**src/hw/rtl/ftsm_pkg.sv**
```systemverilog
`default_nettype none
package ftsm_pkg;
  localparam int unsigned WindowDepthDef = 120;
  localparam logic [19:0] UsPerSec = 20'd1000000;
  localparam logic [19:0] FpsMax = 20'd1000000;
  localparam logic [19:0] TargetRst = 20'd16667;
  localparam int unsigned SleepMinUs = 500;

  typedef enum logic [1:0] {
    RegEnable = 2'd0,
    RegTarget = 2'd1,
    RegMode   = 2'd2
  } reg_idx_e;

  localparam logic [1:0] ModeImmediate = 2'd1;
  localparam logic [1:0] ModeHalfRate  = 2'd2;

  // decoded frame handed from front to back
  typedef struct packed {
    logic [31:0] frame_us;
    logic [6:0]  pct;
    logic [20:0] sleep_us;
  } job_t;
endpackage
`default_nettype wire

```
**src/hw/rtl/ftsm_front.sv**
```systemverilog
`default_nettype none
// takes frame words, computes frame time and sleep, pushes into a two-entry queue
module ftsm_front
  import ftsm_pkg::*;
(
  input  wire logic        clk_i,
  input  wire logic        rst_ni,
  input  wire logic        s_axis_tvalid,
  output logic             s_axis_tready,
  input  wire logic [71:0] s_axis_tdata,
  input  wire logic        enable_i,
  input  wire logic [19:0] target_i,
  input  wire logic [1:0]  mode_i,
  output logic             job_valid_o,
  input  wire logic        job_pop_i,
  output job_t             job_o
);
  job_t        fifo_q [2];
  logic        wr_q, rd_q;
  logic [1:0]  cnt_q;
  logic [31:0] frame;
  logic [21:0] period;
  logic [32:0] remaining;
  logic [34:0] rem3;
  logic [20:0] sleep;
  logic        push;
  job_t        job;

  assign s_axis_tready = (cnt_q != 2'd2);
  assign push = s_axis_tvalid && s_axis_tready && enable_i;

  always_comb begin
    frame  = s_axis_tdata[63:32] - s_axis_tdata[31:0];
    period = (mode_i == ModeHalfRate) ? {1'b0, target_i, 1'b0} : {2'b00, target_i};
    remaining = {11'd0, period} - {1'b0, frame};
    rem3  = {remaining[32], remaining[32], remaining} + {remaining[32], remaining, 1'b0};
    sleep = '0;
    if (mode_i != ModeImmediate && !remaining[32] &&
        remaining[31:0] > 32'(SleepMinUs))
      sleep = rem3[22:2];
    job.frame_us = frame;
    job.pct      = (s_axis_tdata[70:64] > 7'd100) ? 7'd100 : s_axis_tdata[70:64];
    job.sleep_us = sleep;
  end

  always_ff @(posedge clk_i or negedge rst_ni) begin
    if (!rst_ni) begin
      wr_q  <= 1'b0;
      rd_q  <= 1'b0;
      cnt_q <= '0;
    end else begin
      if (push) wr_q <= ~wr_q;
      if (job_pop_i) rd_q <= ~rd_q;
      cnt_q <= cnt_q + {1'b0, push} - {1'b0, job_pop_i};
    end
  end

  always_ff @(posedge clk_i) begin
    if (push) fifo_q[wr_q] <= job;
  end

  assign job_valid_o = (cnt_q != 2'd0);
  assign job_o = fifo_q[rd_q];
endmodule
`default_nettype wire

```
**config.mk**
```make
export PLATFORM = sky130hd
export DESIGN_NAME = ftsm_front
export DESIGN_NICKNAME = d
export VERILOG_FILES = /design/src/hw/rtl/ftsm_pkg.sv /design/src/hw/rtl/ftsm_front.sv
export SDC_FILE = /design/constraint.sdc
export NUM_CORES = 1
export LEC_CHECK = 0
export BUFFER_PORTS_ARGS = -buffer_cell sky130_fd_sc_hd__clkbuf_2
export CAP_MARGIN = 20
export CORE_UTILIZATION = 55
export CTS_CLUSTER_SIZE = 25
export DETAILED_ROUTE_END_ITERATION = 12
export PLACE_DENSITY = 0.83
export SETUP_SLACK_MARGIN = 0.2
export SLEW_MARGIN = 10
export SYNTH_ARGS = -nofsm -noshare
export SYNTH_HDL_FRONTEND = slang
export SYNTH_SLANG_ARGS = --single-unit
```
**constraint.sdc**
```tcl
create_clock -name clk_i -period 4.9 [get_ports clk_i]
set_input_delay 0.98 -clock clk_i [delete_from_list [all_inputs] [get_ports clk_i]]
set_output_delay 0.98 -clock clk_i [all_outputs]
set_load 0.1 [all_outputs]
```
==> summary.md <==
| Metric | Value |
|---|---|
| Net switching power | 0.00435 W |
| Rows | 46 |
| Placement Setup Slack | -1.31 ns |
| Pint | 0.00459 W |
| Post-layout minimum cycle time | 5.93 ns |
| Final Wtd Congestion | 0.868 |
| Share of cells above drive strength 1 | 0.480 |
| Largest net degree at the start of global routing | 61 |
| Vias in the first global route | 8,346 |
| Root Buffer | clkbuf_16 |
| CTS Sinks | 124 |
| TritonCTS buffer count | 17 |
| Most common cell in the synthesized netlist | edfxtp_1 |
| Worst R2R Start | cnt_q[1]$_DFF_PN0_ |
| Achievable clock frequency | 0.169 GHz |
| DR DRC count | 0 |
| Setup violations, final | 42 |
| RSZ-0062 raised after global routing | yes |
| Grt ovf | 0 |
| Flops & latches, synth | 124 |
| P&R area growth vs syn | 43.9% |
| DR pass1 iterations | 6 |
| WP data arrival | 6.18 ns |
| LEAKAGE | 5.97 nW |
| Slowest stage delay, CP | 0.36 ns |
| Detailed-route via count | 8,536 |
| Clock Path Buffers | 2 |
| RR Endpoint | fifo_q[1][36]$_DFFE_PP_ |
| Hold Buf Count CTS | 0 |
| Synth cell count leaders | edfxtp_1 (120), inv_1 (90), ha_1 (87), mux2_2 (79), a21oi_1 (50) |
| Ports | 161 |
| Relative slew slack | 0.402 |
| Final hold vios | 0 |
| Synth top area share | 0.397 |
| Largest cells by area after synthesis | edfxtp_1 (40%), ha_1 (12%), mux2_2 (9.8%), xnor2_1 (4.1%), inv_1 (3.7%) |
| Placeable Area | 0.0160 mm^2 |
| CP startpoint kind | input port |
| Clk slew on worst S/H paths | 0.06 ns |
| Period utilization | 1.21 |
| # diodes | 0 |
| Clock share of power | 0.145 |
| Initial Util | 0.567 |
| Post-synthesis cell count | 855 |
| H-Tree Depth | 4 |
| Antenna violations before repair | 0 |
| Post-synth cell types | 61 |
| Sequential share of the synthesized area | 0.408 |
| Vias/cell | 5.79 |
| Post-Route WL | 27,400 um |
| Run status | finished, violations left |
| Comb power frac | 0.695 |
| Crit path capture type | register |
| Slowest cell on crit path | fa_2 |
| R2R depth | 4 |
| Post-route cell area | 0.0131 mm^2 |
| Worst-skew pair later-pin latency | 0.44 ns |
| Avg Inst Size Synth | 10.6 um^2 |
| Hold WC Path Type | input port to async pin |
| Flop pwr share | 0.159 |
| Fillers | 852 |
| Crit path max fanout | 5 |
| Asr flop ratio synth | 0.0323 |
| Critical path class | input port to register |
| WL/cell | 18.6 um |
| First-pass GRT wire length | 40,300 um |
| Area of placed instances | 0.0119 mm^2 |
| Final setup margin | -1.03 ns |
| Failing checks | setup timing |
| Slew at the pin with the worst max-slew slack | 0.897 ns |
| CTS tree | built |
| Mapped cell area | 0.00908 mm^2 |
| R2R setup slack | 2.85 ns |
| Port Buffer Count | 159 |
| Post-DP HPWL | 17,100 um |
| Die Wd | 130 um |
| Syn_nets | 1,044 |
| Die height | 130 um |
| Most used DFF post-synth | edfxtp_1 |
| Area leader, netlist | edfxtp_1 |
| Slew Viols, Final | 0 |
| Max Cap Viol | 0 |
| Yosys Warn Count | 0 |
| Req. time, crit path | 5.15 ns |
| Initial DRC Count | 606 |
| Clock skew | 0.00695 ns |
| Die area | 0.0170 mm^2 |
| Fin nets | 1,434 |
| Worst vdd ir | 0.397 mV |
| Pwr/cell area | 684 mW/mm^2 |
| Total Routing Usage GR | 0.311 |
| Routed Antenna Nets | 0 |
| Sw Ratio | 0.486 |
| Post-synth EDFFs | 120 |
-- layer usage --
layer / share of wire / vias up / track usage
met2: 0.50 / 465 / 0.538
met5: 0 / - / 0
met3: 0.064 / 143 / 0.0558
li1: - / 3905 / -
met1: 0.38 / 4023 / 0.351
met4: 0.061 / 0 / 0.213
-- placed cells by master, fill, tap and decap left out, types with 33 or more instances in the layout --
cell	count
nand2_1	35
buf_4	228
ha_1	69
a21oi_1	39
xnor2_1	38
edfxtp_1	120
clkbuf_2	153
inv_1	80
a21o_1	33
nor2_1	37
mux2_2	79
-- sequential cells by signal (all words and copies together) (netlist names) --
signal	cells
cnt_q	2
fifo_q	120
rd_q	1
wr_q	1
-- cells by family (layout without fill, tap and decap cells) --
family,after synthesis,after routing,synth area share
buffers and inverters,112,515,0.0492
AO/OA/AOI/OAI,192,192,0.138
multiplexers,82,82,0.101
flip-flops,124,124,0.408
adder cells (fa/ha/maj),90,90,0.127
XOR/XNOR,69,69,0.0674
AND/OR/NAND/NOR,186,186,0.109
-- final cells by class --
cell class	instances	area [um^2]	area share
clock buffer	18	429	0.0329
clock inverter	14	169	0.0129
inverter	90	353	0.0270
multi-input combinational	619	5460	0.418
sequential	124	3700	0.284
tap	216	270	0.0207
timing repair buffer	393	2670	0.204
-- what timing repair did --
| action | CTS | global route |
|---|---|---|
| endpoints found under the setup margin | 42 | 42 |
| buffers inserted | 10 | 14 |
| resized for setup | 25 | 45 |
| cloned | 2 | 0 |
| pin swaps | 28 | 47 |
-- critical path, delay by kind of cell --
kind	cells	cell delay (ns)
xor+xnor	2	0.32
buf+inv	6	0.64
simple gates	6	0.93
fa+ha+maj	4	1.00
compound gates	12	2.31
-- stage by stage --
step | instances | utilization | hold slack (ns) | setup TNS [ns] | total power, W
floorplan | 855 | - | 0.460 | -29.93 | 0.00536
global placement | 1416 | 0.747 | 0.478 | -42.07 | 0.00702
detailed placement | 1416 | 0.747 | 0.488 | -51.78 | 0.00716
CTS | 1460 | 0.798 | 0.331 | -33.07 | 0.00863
global route | 1474 | 0.816 | 0.339 | -50.22 | 0.00935
finish | 1474 | 0.816 | 0.341 | -40.89 | 0.00894
-- worst max path at each step --
stage	startpoint	endpoint	slack, ns
floorplan	s_axis_tdata[7]	fifo_q[0][2]$_DFFE_PP_	-0.75
global placement	s_axis_tdata[1]	fifo_q[0][2]$_DFFE_PP_	-1.04
detailed placement	s_axis_tdata[32]	fifo_q[0][5]$_DFFE_PP_	-1.31
CTS	s_axis_tdata[32]	fifo_q[1][11]$_DFFE_PP_	-0.83
global route	s_axis_tdata[1]	fifo_q[1][7]$_DFFE_PP_	-1.26
finish	s_axis_tdata[32]	fifo_q[1][2]$_DFFE_PP_	-1.03
-- power groups by stage --
stage | Sequential [W] | Clock, W | Combinational, W
5_1_grt | 0.00144 | 0.00135 | 0.00656
4_1_cts | 0.00143 | 0.00130 | 0.00590
3_5_place_dp | 0.00145 | 0 | 0.00571
2_1_floorplan | 0.00141 | 0 | 0.00394
3_3_place_gp | 0.00144 | 0 | 0.00558
6_report | 0.00143 | 0.00130 | 0.00621
Power figures use the tool's default switching activity.
